===== src/irc_line_tokenizer_assert.svh =====
// Assertion macros shared by the line tokenizer modules.
`ifndef IRC_LINE_TOKENIZER_ASSERT_SVH
`define IRC_LINE_TOKENIZER_ASSERT_SVH

// Same-cycle implication, clocked on clk and disabled while rst_n is low.
`define IRC_LT_ASSERT_IMP(lbl, ante, cons) \
    lbl: assert property (@(posedge clk) disable iff (!rst_n) (ante) |-> (cons)) \
        else $error("irc_lt: assertion failed");

// Next-cycle implication, clocked on clk and disabled while rst_n is low.
`define IRC_LT_ASSERT_NXT(lbl, ante, cons) \
    lbl: assert property (@(posedge clk) disable iff (!rst_n) (ante) |=> (cons)) \
        else $error("irc_lt: assertion failed");

`endif


===== src/irc_lt_pkg.sv =====
// Types and constants shared by the line tokenizer modules.
`default_nettype none
package irc_lt_pkg;

    localparam logic [7:0] CH_COLON = 8'h3A;
    localparam logic [7:0] CH_SPACE = 8'h20;
    localparam logic [7:0] CH_CR    = 8'h0D;
    localparam logic [7:0] CH_LF    = 8'h0A;
    localparam logic [7:0] CH_ZERO  = 8'h30;
    localparam logic [7:0] CH_NINE  = 8'h39;

    localparam int RESULT_DEPTH = 4;

    typedef enum logic [2:0] {
        K_PREFIX  = 3'd0,
        K_CMDBYTE = 3'd1,
        K_NUMERIC = 3'd2,
        K_PARAM   = 3'd3,
        K_BADNUM  = 3'd4,
        K_END     = 3'd5
    } kind_t;

    typedef struct packed {
        kind_t       field_kind;
        logic [7:0]  out_byte;
        logic [9:0]  command_number;
        logic        run_last;
    } result_t;

    // Up to two results produced by one byte, packed toward r0.
    typedef struct packed {
        logic    v0;
        logic    v1;
        result_t r0;
        result_t r1;
    } push_t;

endpackage
`default_nettype wire


===== src/irc_lt_if.sv =====
// Request channel interfaces for the byte input and the result output.
`default_nettype none
interface irc_lt_in_if;
    logic       valid;
    logic       ready;
    logic [7:0] in_byte;

    modport source (output valid, output in_byte, input ready);
    modport sink (input valid, input in_byte, output ready);
endinterface

interface irc_lt_out_if;
    logic       valid;
    logic       ready;
    logic [2:0] field_kind;
    logic [7:0] out_byte;
    logic [9:0] command_number;
    logic       run_last;

    modport source (output valid, output field_kind, output out_byte,
                    output command_number, output run_last, input ready);
    modport sink (input valid, input field_kind, input out_byte,
                  input command_number, input run_last, output ready);
endinterface
`default_nettype wire


===== src/irc_lt_step.sv =====
// Message phase tracker: turns one registered byte into zero, one or two results.
`default_nettype none
`include "irc_line_tokenizer_assert.svh"
module irc_lt_step (
    input  wire logic            clk,
    input  wire logic            rst_n,
    input  wire logic            fire,
    input  wire logic [7:0]      data,
    output irc_lt_pkg::push_t    push
);

    typedef enum logic [2:0] {
        PH_LINE   = 3'd0,
        PH_PREFIX = 3'd1,
        PH_CMD    = 3'd2,
        PH_NUM    = 3'd3,
        PH_NSKIP  = 3'd4,
        PH_TEXT   = 3'd5,
        PH_PARAMS = 3'd6
    } phase_t;

    typedef struct packed {
        phase_t      phase;
        logic [1:0]  dcount;
        logic [9:0]  accum;
        logic        bad;
    } st_t;

    typedef struct packed {
        st_t                  st;
        logic                 hit;
        irc_lt_pkg::result_t  res;
    } feed_t;

    // One byte through the phase logic; at most one result.
    function automatic feed_t feed(st_t s, logic [7:0] b);
        feed_t      f;
        logic       dig;
        logic       start;
        logic [7:0] diff;
        logic [9:0] acc;
        logic       bad;
        logic [1:0] dc;
        f     = '{st: s, hit: 1'b0, res: '0};
        dig   = (b >= irc_lt_pkg::CH_ZERO) && (b <= irc_lt_pkg::CH_NINE);
        diff  = b - irc_lt_pkg::CH_ZERO;
        start = 1'b0;
        acc   = {s.accum[6:0], 3'b000} + {s.accum[8:0], 1'b0} + {6'd0, diff[3:0]};
        bad   = s.bad | ~dig;
        dc    = s.dcount + 2'd1;
        case (s.phase)
            PH_PREFIX:
            begin
                if (b == irc_lt_pkg::CH_SPACE)
                begin
                    f.st.phase = PH_CMD;
                end
                else
                begin
                    f.hit = 1'b1;
                    f.res.field_kind = irc_lt_pkg::K_PREFIX;
                    f.res.out_byte = b;
                end
            end
            PH_CMD:
            begin
                start = 1'b1;
            end
            PH_NUM:
            begin
                if (dc == 2'd3)
                begin
                    f.st.phase  = PH_NSKIP;
                    f.st.dcount = 2'd0;
                    f.st.accum  = 10'd0;
                    f.st.bad    = 1'b0;
                    f.hit       = 1'b1;
                    if (bad)
                    begin
                        f.res.field_kind = irc_lt_pkg::K_BADNUM;
                    end
                    else
                    begin
                        f.res.field_kind = irc_lt_pkg::K_NUMERIC;
                        f.res.command_number = dig ? acc : s.accum;
                    end
                end
                else
                begin
                    f.st.dcount = dc;
                    f.st.accum  = dig ? acc : s.accum;
                    f.st.bad    = bad;
                end
            end
            PH_NSKIP:
            begin
                f.st.phase = PH_PARAMS;
            end
            PH_TEXT:
            begin
                if (b == irc_lt_pkg::CH_SPACE)
                begin
                    f.st.phase = PH_PARAMS;
                end
                else
                begin
                    f.hit = 1'b1;
                    f.res.field_kind = irc_lt_pkg::K_CMDBYTE;
                    f.res.out_byte = b;
                end
            end
            PH_PARAMS:
            begin
                f.hit = 1'b1;
                f.res.field_kind = irc_lt_pkg::K_PARAM;
                f.res.out_byte = b;
            end
            default:
            begin
                if (b == irc_lt_pkg::CH_COLON)
                begin
                    f.st.phase = PH_PREFIX;
                end
                else
                begin
                    start = 1'b1;
                end
            end
        endcase
        // Command start, also reached from line start without a colon.
        if (start)
        begin
            if (dig)
            begin
                f.st.phase  = PH_NUM;
                f.st.dcount = 2'd1;
                f.st.accum  = {6'd0, diff[3:0]};
                f.st.bad    = 1'b0;
            end
            else if (b == irc_lt_pkg::CH_SPACE)
            begin
                f.st.phase = PH_PARAMS;
            end
            else
            begin
                f.st.phase = PH_TEXT;
                f.hit = 1'b1;
                f.res.field_kind = irc_lt_pkg::K_CMDBYTE;
                f.res.out_byte = b;
            end
        end
        return f;
    endfunction

    st_t   st_reg;
    st_t   st_next;
    logic  cr_reg;
    logic  cr_next;
    feed_t held_f;
    feed_t byte_f;
    st_t   mid_st;
    logic  hit_a;
    logic  hit_b;
    irc_lt_pkg::result_t res_end;

    always_comb
    begin
        res_end = '0;
        res_end.field_kind = irc_lt_pkg::K_END;
        res_end.run_last = 1'b1;
        held_f  = feed(st_reg, irc_lt_pkg::CH_CR);
        mid_st  = cr_reg ? held_f.st : st_reg;
        hit_a   = cr_reg & held_f.hit;
        byte_f  = feed(mid_st, data);
        hit_b   = (data != irc_lt_pkg::CH_CR) & byte_f.hit;
        st_next = (data == irc_lt_pkg::CH_CR) ? mid_st : byte_f.st;
        cr_next = (data == irc_lt_pkg::CH_CR);
        push.v0 = fire & (hit_a | hit_b);
        push.v1 = fire & hit_a & hit_b;
        push.r0 = hit_a ? held_f.res : byte_f.res;
        push.r0.run_last = ~(hit_a & hit_b);
        push.r1 = byte_f.res;
        push.r1.run_last = 1'b1;
        // CR LF ends the message in any phase.
        if (cr_reg && (data == irc_lt_pkg::CH_LF))
        begin
            st_next = '{phase: PH_LINE, dcount: 2'd0, accum: 10'd0, bad: 1'b0};
            cr_next = 1'b0;
            push.v0 = fire;
            push.v1 = 1'b0;
            push.r0 = res_end;
        end
    end

    always_ff @(posedge clk or negedge rst_n)
    begin
        if (!rst_n)
        begin
            st_reg <= '{phase: PH_LINE, dcount: 2'd0, accum: 10'd0, bad: 1'b0};
            cr_reg <= 1'b0;
        end
        else if (fire)
        begin
            st_reg <= st_next;
            cr_reg <= cr_next;
        end
    end

    `IRC_LT_ASSERT_NXT(a_end_to_line, push.v0 && (push.r0.field_kind == irc_lt_pkg::K_END), st_reg.phase == PH_LINE)
    `IRC_LT_ASSERT_IMP(a_num_range, push.v0 && (push.r0.field_kind == irc_lt_pkg::K_NUMERIC), push.r0.command_number <= 10'd999)
    `IRC_LT_ASSERT_IMP(a_dcount_range, 1'b1, st_reg.dcount != 2'd3)

endmodule
`default_nettype wire


===== src/irc_lt_fifo.sv =====
// Result queue: takes up to two results a cycle, hands out one per request.
`default_nettype none
`include "irc_line_tokenizer_assert.svh"
module irc_lt_fifo #(
    parameter int DEPTH = irc_lt_pkg::RESULT_DEPTH
) (
    input  wire logic             clk,
    input  wire logic             rst_n,
    input  wire irc_lt_pkg::push_t push,
    output logic                  room,
    irc_lt_out_if.source          out_ch
);

    localparam int PW = $clog2(DEPTH);
    localparam int CW = $clog2(DEPTH + 1);

    function automatic logic [PW-1:0] wrap_inc(logic [PW-1:0] p);
        return (p == PW'(DEPTH - 1)) ? '0 : p + PW'(1);
    endfunction

    irc_lt_pkg::result_t slots_reg [DEPTH];
    logic [PW-1:0] wr_reg;
    logic [PW-1:0] wr_next;
    logic [PW-1:0] rd_reg;
    logic [PW-1:0] rd_next;
    logic [CW-1:0] count_reg;
    logic [CW-1:0] count_next;
    logic [PW-1:0] wr_1;
    logic [PW-1:0] wr_2;
    logic          pop;
    irc_lt_pkg::result_t head;

    always_comb
    begin
        pop        = out_ch.valid & out_ch.ready;
        wr_1       = wrap_inc(wr_reg);
        wr_2       = wrap_inc(wr_1);
        wr_next    = push.v1 ? wr_2 : (push.v0 ? wr_1 : wr_reg);
        rd_next    = pop ? wrap_inc(rd_reg) : rd_reg;
        count_next = count_reg + CW'(push.v0) + CW'(push.v1) - CW'(pop);
        // Room for a byte's worst case of two results.
        room       = count_reg <= CW'(DEPTH - 2);
        head       = slots_reg[rd_reg];
    end

    assign out_ch.valid          = (count_reg != '0);
    assign out_ch.field_kind     = head.field_kind;
    assign out_ch.out_byte       = head.out_byte;
    assign out_ch.command_number = head.command_number;
    assign out_ch.run_last       = head.run_last;

    always_ff @(posedge clk)
    begin
        if (push.v0)
        begin
            slots_reg[wr_reg] <= push.r0;
        end
        if (push.v1)
        begin
            slots_reg[wr_1] <= push.r1;
        end
    end

    always_ff @(posedge clk or negedge rst_n)
    begin
        if (!rst_n)
        begin
            wr_reg    <= '0;
            rd_reg    <= '0;
            count_reg <= '0;
        end
        else
        begin
            wr_reg    <= wr_next;
            rd_reg    <= rd_next;
            count_reg <= count_next;
        end
    end

    `IRC_LT_ASSERT_IMP(a_no_overflow, push.v0, count_reg <= CW'(DEPTH - 2))
    `IRC_LT_ASSERT_IMP(a_packed_push, push.v1, push.v0)
    `IRC_LT_ASSERT_IMP(a_empty_ptrs, count_reg == '0, rd_reg == wr_reg)

endmodule
`default_nettype wire


===== src/irc_line_tokenizer.sv =====
// Top level of the chat-protocol line tokenizer.
//
//   Channel   Direction  Payload
//   in_ch     sink       in_byte
//   out_ch    source     field_kind, out_byte, command_number, run_last
//
// One byte is accepted per cycle while the result queue has room; a byte that
// yields two results writes both to the queue together, and they leave it as two transfers.
// An accepted byte waits in the input register until the result queue has room for it.
// The input register stalls while the four-entry result queue has fewer than two
// free entries.
// Reset is asynchronous and returns the tokenizer to the start of a line.
`default_nettype none
module irc_line_tokenizer #(
    parameter int DEPTH = irc_lt_pkg::RESULT_DEPTH
) (
    input  wire logic     clk,
    input  wire logic     rst_n,
    irc_lt_in_if.sink     in_ch,
    irc_lt_out_if.source  out_ch
);

    logic              byte_valid_reg;
    logic [7:0]        byte_reg;
    logic              room;
    logic              fire;
    irc_lt_pkg::push_t push;

    assign fire        = byte_valid_reg & room;
    assign in_ch.ready = ~byte_valid_reg | fire;

    always_ff @(posedge clk or negedge rst_n)
    begin
        if (!rst_n)
        begin
            byte_valid_reg <= 1'b0;
        end
        else if (in_ch.valid && in_ch.ready)
        begin
            byte_valid_reg <= 1'b1;
        end
        else if (fire)
        begin
            byte_valid_reg <= 1'b0;
        end
    end

    always_ff @(posedge clk)
    begin
        if (in_ch.valid && in_ch.ready)
        begin
            byte_reg <= in_ch.in_byte;
        end
    end

    irc_lt_step u_step (
        .clk   (clk),
        .rst_n (rst_n),
        .fire  (fire),
        .data  (byte_reg),
        .push  (push)
    );

    irc_lt_fifo #(
        .DEPTH (DEPTH)
    ) u_fifo (
        .clk    (clk),
        .rst_n  (rst_n),
        .push   (push),
        .room   (room),
        .out_ch (out_ch)
    );

endmodule
`default_nettype wire


===== src/flat_wrapper.sv =====
// flat-port wrapper written by rule: the top's interface ports become plain ports
module irc_line_tokenizer_flat 
#(
    parameter int DEPTH = irc_lt_pkg::RESULT_DEPTH
)
  (clk, rst_n, in_ch_valid, in_ch_in_byte, in_ch_ready, out_ch_valid, out_ch_field_kind, out_ch_out_byte, out_ch_command_number, out_ch_run_last, out_ch_ready);
  irc_lt_in_if in_ch_i ();
  irc_lt_out_if out_ch_i ();
  input  wire logic clk;
  input  wire logic rst_n;
  input wire logic [$bits(in_ch_i.valid)-1:0] in_ch_valid;
  input wire logic [$bits(in_ch_i.in_byte)-1:0] in_ch_in_byte;
  output wire logic [$bits(in_ch_i.ready)-1:0] in_ch_ready;
  output wire logic [$bits(out_ch_i.valid)-1:0] out_ch_valid;
  output wire logic [$bits(out_ch_i.field_kind)-1:0] out_ch_field_kind;
  output wire logic [$bits(out_ch_i.out_byte)-1:0] out_ch_out_byte;
  output wire logic [$bits(out_ch_i.command_number)-1:0] out_ch_command_number;
  output wire logic [$bits(out_ch_i.run_last)-1:0] out_ch_run_last;
  input wire logic [$bits(out_ch_i.ready)-1:0] out_ch_ready;
  assign in_ch_i.valid = in_ch_valid;
  assign in_ch_i.in_byte = in_ch_in_byte;
  assign in_ch_ready = in_ch_i.ready;
  assign out_ch_valid = out_ch_i.valid;
  assign out_ch_field_kind = out_ch_i.field_kind;
  assign out_ch_out_byte = out_ch_i.out_byte;
  assign out_ch_command_number = out_ch_i.command_number;
  assign out_ch_run_last = out_ch_i.run_last;
  assign out_ch_i.ready = out_ch_ready;
  irc_line_tokenizer #(.DEPTH(DEPTH)) u_core (.clk(clk), .rst_n(rst_n), .in_ch(in_ch_i), .out_ch(out_ch_i));
endmodule

===== config.mk =====
export PLATFORM = sky130hd
export DESIGN_NAME = irc_line_tokenizer_flat
export DESIGN_NICKNAME = d
export VERILOG_FILES = /design/src/irc_lt_pkg.sv /design/src/irc_lt_if.sv /design/src/irc_lt_step.sv /design/src/irc_lt_fifo.sv /design/src/irc_line_tokenizer.sv /design/src/flat_wrapper.sv
export VERILOG_INCLUDE_DIRS = /design/src /design/src/src
export SDC_FILE = /design/constraint.sdc
export NUM_CORES = 1
export LEC_CHECK = 0
export BUFFER_PORTS_ARGS = -buffer_cell sky130_fd_sc_hd__buf_2
export CAP_MARGIN = 15
export CORE_AREA = 2 2 148 121
export CTS_CLUSTER_SIZE = 20
export DETAILED_ROUTE_END_ITERATION = 10
export DIE_AREA = 0 0 150 123
export SYNTH_ARGS = -nofsm -noshare
export SYNTH_HDL_FRONTEND = slang
export SYNTH_HIERARCHICAL = 1
export SYNTH_SLANG_ARGS = --single-unit

===== constraint.sdc =====
create_clock -name clk -period 5.63 [get_ports clk]
set_input_delay 1.4075 -clock clk [delete_from_list [all_inputs] [get_ports clk]]
set_output_delay 1.4075 -clock clk [all_outputs]
set_load 0.02 [all_outputs]

==> flow_summary.toml, run 1 <==
[run_status]
status = "finished clean"

[place]
dp_slack_ns = 1.36
place_congestion = 0.880
dpl-instance-area_mm2 = 0.00759
dp.cells = 807
io_buffers = 35
hpwl_um = 11600

[die]
fp.coreArea_mm2 = 0.0170
fp.dieH_um = 123
ioPinCount = 36
rows = 43
die_area_mm2 = 0.0185
initial_core_util = 0.433
die_x_um = 150

[cells_and_area]
antennaDiodeCount = 0
final_cells = 839
final_nets = 639
drive_gt1_frac = 0.332
syn_to_final_growth_pct = 11.2
largest_reg_flops = 88
final_util = 0.481
design_area_mm2 = 0.00818
fill_cells = 1561

[synthesis]
synth_edf_count = 96
async_reset_ff_frac = 0.200
seq_area_frac_synth = 0.474
yosysWarnings = 6
synth-main-ff-cell = "edfxtp_1"
yosys_register_bits = 120
avgSynthCellArea_um2 = 12.9
synth.distinct_cells = 80
syn_nets = 610
synthCells = 572
syn-cell-area_mm2 = 0.00735

[job]
cap_viol_max_count = 0

[timing]
max_slew_margin = 0.274
timing.final.crit_share = 0.779
drv_slew = 0
fin_crit_ns = 4.39
setup_slack_ns = 1.24
tns_ns = 0
rsz0062_at_grt = "no"
max_freq_mhz = 228
fin_skew_ns = 0.0120
worst_slew_pin_slew_ns = 1.09
hold_viol = 0
setup_viol_count_final = 0

[grt]
grt_antenna_before_repair = 0
grt.total_usage = 0.205
grt_pass1_wl_um = 28100
gr-total-overflow = 0
grt_max_degree = 25
first_global_vias = 4968

[setup_path]
startpoint_type = "flip-flop"
crit_start = "u_core/u_step/cr_reg"
worstPathArrival_ns = 4.54
rr_startpoint = "u_core/u_step/cr_reg"
crit_type = "flip-flop to flip-flop"
worstPathMaxFanout = 18
end_kind = "flip-flop"
crit_path_max_incr_delay_ns = 0.75
cp.buffers_inverters = 0
critical-path-top-delay-family = "simple AND/OR/NAND/NOR gates"
crit_chain = "and4b_1, nand2_1, and2_1, fa_1, fa_1, a21o_1, a21oi_1, o21bai_1, a21oi_1, xnor2_1, nor2b_1, mux2_2"
slowest_stage = "dfrtp_1"
crit_required_ns = 5.78

[clocking]
htreeDepth = 4
clockBufferDepth = 2
cts_tree = "built"
hold_buffers = 0
cts_resized = 0
clock_sinks = 120
post-cts-setup-buffers = 0
clk_latency_ns = 0.41
clk_pin_slew_ns = 0.05
cts-root-buf = "clkbuf_16"
cts_buffers = 17

[drt]
ant_nets = 0
drc = 0
via_per_inst = 5.69
drt_wl_total_um = 17500
vias = 4777
drt_iter0_drc = 411
wl_per_cell_um = 20.9
drtPass1Iterations = 5

[min_path]
hp-start = "u_core/u_step/st_reg[6]"
hold_class = "flip-flop to flip-flop"

[power_and_ir_drop]
peakVddDrop_mv = 0.267
powerDensity_mw_per_mm2 = 494
leakage_nw = 3.30
-- synthesized netlist by cell type (all sizes together) (4+ instances only) --
master | number | share of area
nand2 | 43 | 0.027
dfrtp | 24 | 0.082
nor3 | 6 | 0.0048
ha | 22 | 0.037
o21ai | 22 | 0.016
a211oi | 4 | 0.0048
clkbuf | 5 | 0.0039
a21o | 5 | 0.0053
o22ai | 4 | 0.0034
edfxtp | 96 | 0.39
a22oi | 4 | 0.0041
buf | 26 | 0.032
xnor2 | 8 | 0.0095
nand3 | 5 | 0.0034
mux4 | 22 | 0.069
and2 | 22 | 0.019
nand2b | 12 | 0.011
and3 | 10 | 0.0085
inv | 19 | 0.0097
nor2 | 34 | 0.018
mux2 | 91 | 0.14
fa | 4 | 0.011
a21oi | 19 | 0.013
nor2b | 11 | 0.0094
o31ai | 4 | 0.0041
-- area by class of cell --
| class | count | area (um2) | area share |
|---|---|---|---|
| Clock buffer | 17 | 425 | 0.0520 |
| Timing Repair Buffer | 41 | 220 | 0.0269 |
| Inverter | 19 | 71.3 | 0.00872 |
| Sequential cell | 120 | 3480 | 0.426 |
| Clock inverter | 15 | 159 | 0.0194 |
| Multi-Input combinational cell | 402 | 3540 | 0.433 |
| Tap cell | 225 | 282 | 0.0344 |
-- layer usage --
| metal | share of wire | vias up | global-route usage |
|---|---|---|---|
| li1 | - | 2238 | - |
| met1 | 0.47 | 2395 | 0.288 |
| met2 | 0.47 | 135 | 0.324 |
| met3 | 0.055 | 9 | 0.0443 |
| met4 | 0.0091 | 0 | 0.0542 |
| met5 | 0 | - | 0 |
-- logic make-up (layout without fill, tap and decap cells) --
group           after synthesis  in the layout  share of synthesized area
compound gates               93             93                     0.0875
simple gates                159            159                      0.123
other cells                   1              1                   0.000510
flops                       120            120                      0.474
xor+xnor                      8              8                    0.00953
mux                         115            115                      0.212
buf+inv                      50             92                     0.0453
fa+ha+maj                    26             26                     0.0483
-- layout by cell type (no fill, tap or decap), drive strengths merged, types with 3 or more instances in the layout --
cell type / netlist / final
o22ai: 4 / 4
ha: 22 / 22
a22oi: 4 / 4
clkinv: 0 / 9
clkbuf: 5 / 17
inv: 19 / 20
o2bb2ai: 3 / 3
mux4: 22 / 22
nand3: 5 / 5
bufinv: 0 / 3
dfrtp: 24 / 24
o221ai: 3 / 3
nor2: 34 / 34
a32oi: 3 / 3
a211oi: 4 / 4
nor3: 6 / 6
nor2b: 11 / 11
a21o: 5 / 5
xnor2: 8 / 8
buf: 26 / 41
o31ai: 4 / 4
and3: 10 / 10
mux2: 91 / 91
a21oi: 19 / 19
fa: 4 / 4
edfxtp: 96 / 96
nand2b: 12 / 12
and2: 22 / 22
nand2: 43 / 43
o21ai: 22 / 22
-- where the power goes --
part	switching, mW	internal (mW)
Combinational	0.909	0.681
Sequential	0.175	1.19
Clock	0.391	0.688
Total	1.47	2.56
-- worst paths after layout --
kind | to | slack (ns) | cells past startpoint
worst min-delay path | u_core/u_step/st_reg[6] | 0.50 | 1
max in group asynchronous | u_core/u_step/st_reg[9] | 4.18 | 1
worst max register to register | u_core/u_fifo/slots_reg[2][9] | 1.24 | 12
worst max-delay path | u_core/u_fifo/slots_reg[2][9] | 1.24 | 12
min in group asynchronous | u_core/u_fifo/count_reg[2] | 1.02 | 1
worst min register to register | u_core/u_step/st_reg[6] | 0.50 | 1
-- worst register-to-register path, stage by stage (launching register included) --
cell	delay, ns
dfrtp_1	0.75
and4b_1	0.48
nand2_1	0.28
and2_1	0.31
fa_1	0.51
fa_1	0.48
a21o_1	0.18
a21oi_1	0.26
o21bai_1	0.10
a21oi_1	0.20
xnor2_1	0.12
nor2b_1	0.17
mux2_2	0.28
-- per-stage QoR --
step / hold WS (ns) / power, mW
finish: 0.498 / 4.04
global route: 0.514 / 4.29
CTS: 0.499 / 4.07
detailed placement: 0.486 / 2.98
global placement: 0.483 / 2.95
floorplan: 0.448 / 2.58
Power figures use the tool's default switching activity.
==> inputs of run 2 (changes only) <==
--- a/config.mk
+++ b/config.mk
@@ -6,12 +6,13 @@
 export SDC_FILE = /design/constraint.sdc
 export NUM_CORES = 1
 export LEC_CHECK = 0
+export ABC_AREA = 1
 export BUFFER_PORTS_ARGS = -buffer_cell sky130_fd_sc_hd__buf_2
 export CAP_MARGIN = 15
-export CORE_AREA = 2 2 148 121
+export CORE_AREA = 2 2 153 125
 export CTS_CLUSTER_SIZE = 20
 export DETAILED_ROUTE_END_ITERATION = 10
-export DIE_AREA = 0 0 150 123
+export DIE_AREA = 0 0 155 127
 export SYNTH_ARGS = -nofsm -noshare
 export SYNTH_HDL_FRONTEND = slang
 export SYNTH_HIERARCHICAL = 1
==> constraint.sdc (replaced) <==
create_clock -name clk -period 4.4 [get_ports clk]
set_input_delay 1.1 -clock clk [delete_from_list [all_inputs] [get_ports clk]]
set_output_delay 1.1 -clock clk [all_outputs]
set_load 0.02 [all_outputs]
==> run 2 against run 1 <==
Compared with the run above: largest power group unchanged; global-route usage is 0.46 points higher; critical endpoint is now u_core/u_fifo/count_reg[2]; critical path depth is 6 higher; setup slack worse by 0.63 ns; combinational power is 75% higher; sequential cell count is 1 higher; utilization hardly changed; clock power is 22% higher; non-clock buffer count is 8 higher.
==> flow_summary.toml, run 2 <==
[run_status]
status = "finished clean"

[synthesis]
async_reset_ff_frac = 0.207
synthCells = 970
yosysWarnings = 6
synth_edf_count = 96
seq_area_frac_synth = 0.445
yosys_register_bits = 121
synth_top_cell_by_area = "edfxtp_1"
syn_nets = 1008
yosysTopAreaCellShare = 0.366
avgSynthCellArea_um2 = 8.12
synth.distinct_cells = 42
synth-main-ff-cell = "edfxtp_1"
syn-cell-area_mm2 = 0.00788
synthTopCellsByCount = "nand2_1, inv_1, edfxtp_1"
synth.most_common_cell = "nand2_1"
synthTopCellsByArea = "edfxtp_1, nand2_1, dfrtp_1"

[cells_and_area]
final_common_cell = "nand2_1"
final_nets = 1033
largest_reg_flops = 88
antennaDiodeCount = 0
drive_gt1_frac = 0.130
syn_to_final_growth_pct = 9.81
layout_common_cells = "nand2_1, inv_1, edfxtp_1, o21ai_1, nor2_1"
design_area_mm2 = 0.00865

[drt]
wl_per_cell_um = 15.6
drt_iter0_drc = 551
vias = 6376
drc = 0
ant_nets = 0
drtPass1Iterations = 5
drt_wl_total_um = 19300
via_per_inst = 5.15

[clocking]
clockBufferDepth = 2
cts_buffers = 17
cts_resized = 0
post-cts-setup-buffers = 0
clk_latency_ns = 0.42
clk_pin_slew_ns = 0.06
cts_tree = "built"
hold_buffers = 0
clock_sinks = 121
htreeDepth = 4
cts-root-buf = "clkbuf_16"

[place]
io_buffers = 35
hpwl_um = 13100
dpl-instance-area_mm2 = 0.00809
place_congestion = 0.937

[timing]
timing.final.crit_share = 0.861
max_freq_mhz = 264
hold_slack_ns = 0.484
tns_ns = 0
fin_crit_ns = 3.79
setup_viol_count_final = 0
fin_skew_ns = 0.00759
worst_slew_pin_slew_ns = 0.911
rsz0062_at_grt = "no"
max_slew_margin = 0.390
hold_viol = 0
drv_slew = 0

[setup_path]
rr_worst_depth = 18
crit_type = "flip-flop to flip-flop"
end_kind = "flip-flop"
startpoint_type = "flip-flop"
crit_start = "u_core/u_step/st_reg[13]"
critical-path-top-delay-family = "simple AND/OR/NAND/NOR gates"
worstPathMaxFanout = 12
reg2reg_setup_slack_ns = 0.61
crit_path_max_incr_delay_ns = 0.55
cp.buffers_inverters = 3
worstPathArrival_ns = 4.09
path_common_cell = "nand2_1"
crit_required_ns = 4.71
rr_startpoint = "u_core/u_step/st_reg[13]"
slowest_stage = "dfrtp_1"
crit_chain = "inv_4, nor2_2, nand3_2, nand2_1, nand2_2, nand2_1, nand2_2, nor2_4, nand3_2, nand2_1, nand2_1, a21oi_1, inv_1, ha_1, inv_1, fa_1, fa_1, xnor2_1"
r2r_end = "u_core/u_fifo/count_reg[2]"

[die]
initial_core_util = 0.438
rows = 44
fp.dieH_um = 127
fp.coreArea_mm2 = 0.0180
die_x_um = 155
die_area_mm2 = 0.0197
ioPinCount = 36

[power_and_ir_drop]
powerDensity_mw_per_mm2 = 682
power_mw = 5.90
p_seq_frac = 0.305
power.share.clock = 0.224
peakVddDrop_mv = 0.348
p_comb_frac = 0.471
p_sw_mw = 2.59
switching_share = 0.439
p_int_mw = 3.31
leakage_nw = 3.93

[grt]
grt_max_degree = 46
first_global_vias = 6012
grt_antenna_before_repair = 0
grt_pass1_wl_um = 31800
gr-total-overflow = 0
grt.total_usage = 0.209

[min_path]
hp-start = "u_core/u_step/st_reg[6]"
hold_class = "flip-flop to flip-flop"
whs_path_depth = 2
hold_end = "u_core/u_step/st_reg[6]"

[job]
cap_viol_max_count = 0
[run 2: tightest hold or removal path, stage by stage (launching register included)]
cell     delay (ns)
dfrtp_1        0.34
nand2_1        0.05
nand2_1        0.06
[run 2: kinds of logic (layout without fill, tap and decap cells)]
group / Yosys count / count (layout) / synth area share
adder cells (fa/ha/maj): 26 / 26 / 0.0451
buffers and inverters: 192 / 229 / 0.116
flip-flops: 121 / 121 / 0.445
other: 1 / 1 / 0.000476
AO/OA/AOI/OAI: 192 / 192 / 0.156
AND/OR/NAND/NOR: 432 / 432 / 0.230
XOR/XNOR: 6 / 6 / 0.00667
[run 2: metrics by stage]
step	cells	setup WS, ns	util
3_3_place_gp	1206	0.783	0.450
2_1_floorplan	970	1.23	-
4_1_cts	1237	0.625	0.481
3_5_place_dp	1206	0.637	0.450
5_1_grt	1237	0.312	0.481
6_report	1237	0.613	0.481
[run 2: area by class of cell]
class / count / area [um2]
Clock buffer: 17 / 425
Clock inverter: 14 / 133
Fill cell: 1732 / 9350
Inverter: 149 / 562
Multi-Input combinational cell: 657 / 3450
Sequential cell: 121 / 3510
Tap cell: 230 / 288
Timing Repair Buffer: 49 / 280
[run 2: how the worst max path moves through the flow]
stage | cells past startpoint | endpoint
detailed placement | 18 | u_core/u_fifo/count_reg[2]
CTS | 18 | u_core/u_fifo/count_reg[2]
finish | 18 | u_core/u_fifo/count_reg[2]
floorplan | 17 | u_core/u_fifo/count_reg[2]
global route | 16 | u_core/u_fifo/slots_reg[2][9]
global placement | 17 | u_core/u_fifo/count_reg[2]
[run 2: power by group through the flow]
stage | combinational [mW] | sequential (mW) | clock (mW)
CTS | 2.78 | 1.80 | 1.34
finish | 2.78 | 1.80 | 1.32
global route | 3.15 | 1.83 | 1.40
global placement | 2.74 | 1.82 | 0
floorplan | 2.15 | 1.71 | 0
detailed placement | 2.78 | 1.82 | 0
[run 2: metal layers]
layer	global-route usage	share of wire
met1	0.306	0.50
met2	0.316	0.43
met3	0.0414	0.061
met4	0.0615	0.0097
met5	0	0
